### config.mk
export PLATFORM = sky130hd
export DESIGN_NAME = ffa_ctrl
export DESIGN_NICKNAME = d
export VERILOG_FILES = /design/src/rtl/ffa_pkg.sv /design/src/rtl/ffa_ctrl.sv
export SDC_FILE = /design/constraint.sdc
export NUM_CORES = 1
export LEC_CHECK = 0
export BUFFER_PORTS_ARGS = -buffer_cell sky130_fd_sc_hd__buf_2
export CAP_MARGIN = 20
export CORE_UTILIZATION = 46
export CTS_BUF_LIST = sky130_fd_sc_hd__clkbuf_8 sky130_fd_sc_hd__clkbuf_16
export CTS_CLUSTER_SIZE = 8
export DETAILED_ROUTE_END_ITERATION = 12
export PLACE_DENSITY = 0.75
export SLEW_MARGIN = 10
export SYNTH_ARGS = -nofsm -noshare
export SYNTH_HDL_FRONTEND = slang
export SYNTH_SLANG_ARGS = --single-unit
### constraint.sdc
create_clock -name clk -period 1.4 [get_ports clk]
set_input_delay 0.21 -clock clk [delete_from_list [all_inputs] [get_ports clk]]
set_output_delay 0.21 -clock clk [all_outputs]
set_load 0.005 [all_outputs]
### src/rtl/ffa_pkg.sv
// ----------------------------------------------------------------------------
// ffa_pkg
// Shared constants, datapath operation codes and status bundle for the
// first-fit free-list allocator.
// ----------------------------------------------------------------------------
package ffa_pkg;

	localparam int HEAP_UNITS_DEF = 1024;
	localparam int UNIT_BYTES_DEF = 4;

	localparam int SIZE_W   = 16;
	localparam int HANDLE_W = 10;
	localparam int STATUS_W = 2;

	localparam logic [STATUS_W-1:0] ST_DONE  = 2'd0;
	localparam logic [STATUS_W-1:0] ST_NOFIT = 2'd1;
	localparam logic [STATUS_W-1:0] ST_ZERO  = 2'd2;

	// header index width: must hold the null value and any handle - 1
	function automatic int idx_width(input int heap_units);
		int w;
		w = $clog2(heap_units) + 1;
		return (w > HANDLE_W) ? w : HANDLE_W;
	endfunction

	typedef enum logic [4:0] {
		OP_NONE,
		OP_LOAD,
		OP_ZERO,
		OP_NOFIT,
		OP_DIV,
		OP_A_RD,
		OP_A_NEXT,
		OP_A_EXACT,
		OP_A_SPLIT1,
		OP_A_SPLIT2,
		OP_F_HEAD,
		OP_F_RD,
		OP_F_NEXT,
		OP_F_RDM,
		OP_F_MERGE,
		OP_F_E,
		OP_F_LINK,
		OP_J_RD,
		OP_J_RDB,
		OP_J_LINK,
		OP_J_MERGE
	} op_t;

	typedef struct packed {
		logic kind_free;
		logic size_zero;
		logic hin_zero;
		logic ff_gt_m;
		logic cur_nil;
		logic cur_lt_m;
		logic cur_eq_m;
		logic prev_nil;
		logic steps_lim;
		logic fits;
		logic exact;
		logic adj_m;
		logic e_hit;
		logic adj_j;
	} dp_stat_t;

endpackage

### src/rtl/ffa_ctrl.sv
// ----------------------------------------------------------------------------
// ffa_ctrl
// Sequencer for allocate and free requests: size conversion, list walk,
// split, unlink, insert and coalesce.
// ----------------------------------------------------------------------------
module ffa_ctrl (
	input  logic              clk,
	input  logic              arst_n,
	input  logic              start,
	input  ffa_pkg::dp_stat_t stat,
	output ffa_pkg::op_t      op,
	output logic              busy,
	output logic              done
);

	typedef enum logic [3:0] {
		S_IDLE,
		S_DISPATCH,
		S_DIV,
		S_A_RD,
		S_A_CHK,
		S_A_SPLIT2,
		S_F_RD,
		S_F_CHK,
		S_F_M,
		S_F_E,
		S_J_RD,
		S_J_CHK,
		S_J_MERGE
	} state_t;

	state_t         state_q, state_d;
	logic           fin;
	logic           done_q;

	always_comb begin
		op      = ffa_pkg::OP_NONE;
		state_d = state_q;
		fin     = 1'b0;
		unique case (state_q)
			S_IDLE: begin
				if (start) begin
					op      = ffa_pkg::OP_LOAD;
					state_d = S_DISPATCH;
				end
			end
			S_DISPATCH: begin
				if (!stat.kind_free) begin
					if (stat.size_zero) begin
						op  = ffa_pkg::OP_ZERO;
						fin = 1'b1;
					end else begin
						state_d = S_DIV;
					end
				end else if (stat.hin_zero) begin
					fin = 1'b1;
				end else if (stat.ff_gt_m) begin
					op      = ffa_pkg::OP_F_HEAD;
					state_d = S_J_RD;
				end else begin
					state_d = S_F_RD;
				end
			end
			S_DIV: begin
				op      = ffa_pkg::OP_DIV;
				state_d = S_A_RD;
			end
			S_A_RD: begin
				if (stat.cur_nil || stat.steps_lim) begin
					op  = ffa_pkg::OP_NOFIT;
					fin = 1'b1;
				end else begin
					op      = ffa_pkg::OP_A_RD;
					state_d = S_A_CHK;
				end
			end
			S_A_CHK: begin
				if (stat.fits && stat.exact) begin
					op  = ffa_pkg::OP_A_EXACT;
					fin = 1'b1;
				end else if (stat.fits) begin
					op      = ffa_pkg::OP_A_SPLIT1;
					state_d = S_A_SPLIT2;
				end else begin
					op      = ffa_pkg::OP_A_NEXT;
					state_d = S_A_RD;
				end
			end
			S_A_SPLIT2: begin
				op  = ffa_pkg::OP_A_SPLIT2;
				fin = 1'b1;
			end
			S_F_RD: begin
				if (!stat.cur_nil && stat.cur_lt_m) begin
					if (stat.steps_lim) begin
						fin = 1'b1;
					end else begin
						op      = ffa_pkg::OP_F_RD;
						state_d = S_F_CHK;
					end
				end else if (stat.cur_eq_m || stat.prev_nil) begin
					// already listed, nothing to do
					fin = 1'b1;
				end else begin
					op      = ffa_pkg::OP_F_LINK;
					state_d = S_J_RD;
				end
			end
			S_F_CHK: begin
				if (stat.adj_m) begin
					op      = ffa_pkg::OP_F_RDM;
					state_d = S_F_M;
				end else begin
					op      = ffa_pkg::OP_F_NEXT;
					state_d = S_F_RD;
				end
			end
			S_F_M: begin
				op = ffa_pkg::OP_F_MERGE;
				if (stat.e_hit)
					state_d = S_F_E;
				else
					fin = 1'b1;
			end
			S_F_E: begin
				op  = ffa_pkg::OP_F_E;
				fin = 1'b1;
			end
			S_J_RD: begin
				op      = ffa_pkg::OP_J_RD;
				state_d = S_J_CHK;
			end
			S_J_CHK: begin
				if (stat.adj_j) begin
					op      = ffa_pkg::OP_J_RDB;
					state_d = S_J_MERGE;
				end else begin
					op  = ffa_pkg::OP_J_LINK;
					fin = 1'b1;
				end
			end
			S_J_MERGE: begin
				op  = ffa_pkg::OP_J_MERGE;
				fin = 1'b1;
			end
			default: state_d = S_IDLE;
		endcase
		if (fin)
			state_d = S_IDLE;
	end

	always_ff @(posedge clk or negedge arst_n) begin
		if (!arst_n) begin
			state_q   <= S_IDLE;
			done_q    <= 1'b0;
		end else begin
			state_q <= state_d;
			done_q  <= fin;
		end
	end

	assign busy = state_q != S_IDLE;
	assign done = done_q;

endmodule

==> results of run 1 <==
metrics by stage:
stage / hold slack (ns) / TNS (ns) / area (um^2)
after CTS: 0.328 / -2.78 / 1490
after detailed placement: 0.0279 / -2.16 / 1190
after global placement: 0.0234 / -1.78 / 1190
after floorplan: -0.0856 / -0.0783 / 848
cells by family after synthesis:
family	after synthesis	share of synthesized area [%]
flops	5	15.4
compound gates	35	37.3
simple gates	43	32.7
mux	3	3.84
buf+inv	12	9.68
xor+xnor	1	1.08
repair_timing:
action	CTS
pin swaps	16
hold buffers	1
buffers inserted	15
endpoints found under the hold margin	5
resized for setup	31
endpoints found under the setup margin	11
==> results.ini, run 1 <==
[synthesis]
synth_top_area_cell = dfrtp_1
synth_area_leaders = dfrtp_1, nor2b_1, a21oi_1
ys_warn_count = 0
synth_edf_count = 0
syn_area_um2 = 815
synthDominantCellAreaShare_pct = 15.4
yosys-top-cells-count = nand2_1, a21oi_1, nor2b_1
seq_area_frac_synth_pct = 15.4
syn-num-nets = 116
syn_area_per_cell_um2 = 8.23
synth_seq_cells = 5
async_reset_ff_share_pct = 100
ys_types = 43
syn_inst = 99
ys_dominant_reg_cell = dfrtp_1
synth.most_common_cell = nand2_1

[floorplan]
die_h_um = 44.1
rows = 14
start_util_pct = 51.7
io_pins = 24
die_width_um = 44.1

[placement]
numPortBuffers = 23
placedCellCount = 168
place_congestion = 0.973
dp_slack_ns = -0.296
dpl.hpwl_um = 2110

[clock_tree]
root_buffer = clkbuf_8
cts_sinks = 5
cts-buffers-inserted = 3
h-tree-depth = 1
cts_buffer_depth = 2

[outcome]
haltStage = 5_1_grt
status = aborted with a tool error
error = [ERROR DPL-0038] Utilization greater than 100%, impossible to legalize

[timing]
worstEndpointGrtRepair = op[1]
worst-ep-kind = top-level output

[global_route]
grt_max_degree = 10

==> run 2, diff against run 1 <==
Settings changed: CORE_AREA set to 2 2 63 65, CORE_UTILIZATION 46 to not set, CTS_BUF_LIST sky130_fd_sc_hd__clkbuf_8 sky130_fd_sc_hd__clkbuf_16 to not set, CTS_CLUSTER_SIZE 8 to not set, DIE_AREA set to 0 0 65 67, PLACE_DENSITY 0.75 to not set, PLACE_DENSITY_LB_ADDON set to 0.15.
Clock period 1.4 ns to 1.8 ns, I/O delays scaled along.
==> results.ini, run 2 <==
[timing]
fin_crit_ns = 1.88
skew_ns = 0.00283
slew-limit-headroom_pct = 54.0
drv_slew = 0
rsz0062_at_grt = yes
worstMarginPinSlew_ns = 0.682
hold_viol_final = 0
setup_ws_ns = -0.0763
holdWs_ns = 0.391
setup-violations-final = 3
finalCritPeriodShare_pct = 104
max_freq_mhz = 533

[critical_path]
setup.worst_path.start_class = flop
crit_fanout = 16
crit_arrival_ns = 1.61
critPathKind = flop to output pin
required_ns = 1.53
critical_path.cell_chain = nor2b_2 > nand2_1 > o21ai_0 > or3_1 > buf_2
cpMaxStageDelayCell = dfrtp_4
cpPeakStageDelay_ns = 0.56
end_kind = output pin

[routing]
avgRoutedWirePerCell_um = 14.1
drt_iter0_drc = 34
met3_wirelength_um = 116
dr_wl_met2_um = 1240
wl_met1_um = 1310
firstDrtPassIters = 4
top_layer_used = met4
drcViolationCount = 0
vias_per_cell = 4.81
vias = 919
finalWirelength_um = 2690
postRouteAntennaNets = 0

[floorplan]
start_util_pct = 22.6  ; was 51.7%
die_area_um2 = 4360
die_h_um = 67  ; was 44.1 um
die_width_um = 65  ; was 44.1 um
rows = 22  ; was 14
io_pins = 24  ; unchanged
fp.coreArea_um2 = 3610

[global_route]
grt_pass1_wl_um = 4560
grt_usage_pct = 13.5
grt_pass1_vias = 987
grt_max_degree = 20
overflow = 0
antenna_found_initial = 0

[synthesis]
yosys-top-cells-count = nand2_1, a21oi_1, nor2b_1  ; unchanged
ys_types = 43  ; unchanged
ys_warn_count = 0  ; unchanged
seq_area_frac_synth_pct = 15.4  ; unchanged
synthDominantCellAreaShare_pct = 15.4  ; unchanged
async_reset_ff_share_pct = 100  ; unchanged
synth_edf_count = 0  ; unchanged
syn-num-nets = 116  ; unchanged
ys_dominant_reg_cell = dfrtp_1  ; unchanged
syn_area_um2 = 815  ; unchanged
syn_inst = 99  ; unchanged
synth_top_area_cell = dfrtp_1  ; unchanged
synth_area_leaders = dfrtp_1, nor2b_1, a21oi_1  ; unchanged
synth.most_common_cell = nand2_1  ; unchanged
synth_seq_cells = 5  ; unchanged
syn_area_per_cell_um2 = 8.23  ; unchanged

[placement]
dp_slack_ns = 0.0437  ; was -0.296 ns
placed_area_um2 = 1090  ; was 1190 um^2
numPortBuffers = 23  ; unchanged
place_congestion = 0.790  ; was 0.973
dpl.hpwl_um = 1970  ; was 2110 um

[layout]
largest_register = state_q
drive_gt1_share_pct = 49.0
largest_reg_flops = 4
layout.nets = 161
final_area_um2 = 1240
syn_to_final_growth_pct = 51.8
finish.utilization_pct = 34.3
insertedDiodeCount = 0
layout_commonest_cell = buf_2
mostFrequentLayoutCells = buf_2, buf_4, nand2_1

[clock_tree]
cts-buffers-inserted = 3  ; unchanged
cts_buffer_depth = 2  ; unchanged
root_buffer = clkbuf_8  ; unchanged
tritoncts = built
cts_sinks = 5  ; unchanged
h-tree-depth = 1  ; unchanged
path_clk_slew_ns = 0.04
clk_latency_ns = 0.22

[hold_path]
holdCritPathClass = input pin to asynchronous set/reset pin

[outcome]
status = finished with violations  ; was aborted with a tool error
violations = negative setup slack

[power_and_ir_drop]
peakVddDrop_mv = 0.340
powerDensity_nw_per_um2 = 1260
cellLeakagePower_nw = 0.515
power.total_mw = 1.56

[job]
cap_violations = 0

==> run 2: cell counts after synthesis <==
No cell type changed its count.
==> run 2: cell families after synthesis <==
group | count (synthesis) | synth area share (%)
AOI/OAI and AO/OA | 35 | 37.3
xor gates and xnor gates | 1 | 1.08
buffers and inverters | 12 | 9.68
DFF | 5 | 15.4
muxes | 3 | 3.84
and+or+nand+nor | 43 | 32.7
==> run 2: where the power goes <==
| part | switching [mW] | internal, mW |
|---|---|---|
| sequential | 0.0414 | 0.155 |
| combinational | 0.564 | 0.599 |
| clock | 0.0511 | 0.152 |
| total | 0.656 | 0.906 |
==> run 2: cell type report <==
type	instances	area [um^2]
flip-flops and latches	5	129
well taps	48	60.1
fillers	398	2370
clock buffers	4	45.0
multi-input cells	82	642
inverters	4	18.8
repair buffers	48	342
==> run 2: what timing repair did <==
action | 4_1_cts | 5_1_grt
hold endpoints to repair | 5 | 0
cloned | 1 | 0
gates resized for setup | 6 | 8
buffers inserted | 2 | 5
setup endpoints to repair | 4 | 8
pin swaps | 2 | 4
hold buffers | 1 | 0
==> run 2: metrics by stage <==
stage	instances	TNS, ns
6_report	191	-0.212
5_1_grt	191	-0.593
4_1_cts	188	-0.233
3_5_place_dp	180	0
3_3_place_gp	180	0
2_1_floorplan	99	0
==> run 2: per-layer routing <==
| layer | up-vias | global-route usage (%) |
|---|---|---|
| met5 | - | 0 |
| met4 | 0 | 4.52 |
| met3 | 2 | 3.55 |
| met2 | 21 | 21.4 |
| met1 | 432 | 17.6 |
| li1 | 464 | - |
==> run 2: worst paths after layout <==
check / from / to / slack [ns] / cells past startpoint
worst max-delay path: state_q[2]$_DFFE_PN0P_ / op[0] / -0.08 / 5
worst min-delay path: arst_n / state_q[1]$_DFFE_PN0P_ / 0.39 / 2
worst max register to register: state_q[3]$_DFFE_PN0P_ / state_q[0]$_DFFE_PN0P_ / 0.06 / 6
worst min register to register: state_q[0]$_DFFE_PN0P_ / state_q[0]$_DFFE_PN0P_ / 0.57 / 2
max in group asynchronous: arst_n / state_q[2]$_DFFE_PN0P_ / 1.26 / 2
min in group clk: stat[10] / state_q[2]$_DFFE_PN0P_ / 0.42 / 3
==> run 2: critical path: cells and delay by family, from the launching register on <==
kind                   cells  cell delay (ns)
AND/OR/NAND/NOR            3             0.60
flip-flops                 1             0.56
buffers and inverters      1             0.13
AO/OA/AOI/OAI              1             0.08
Power figures use the tool's default switching activity.
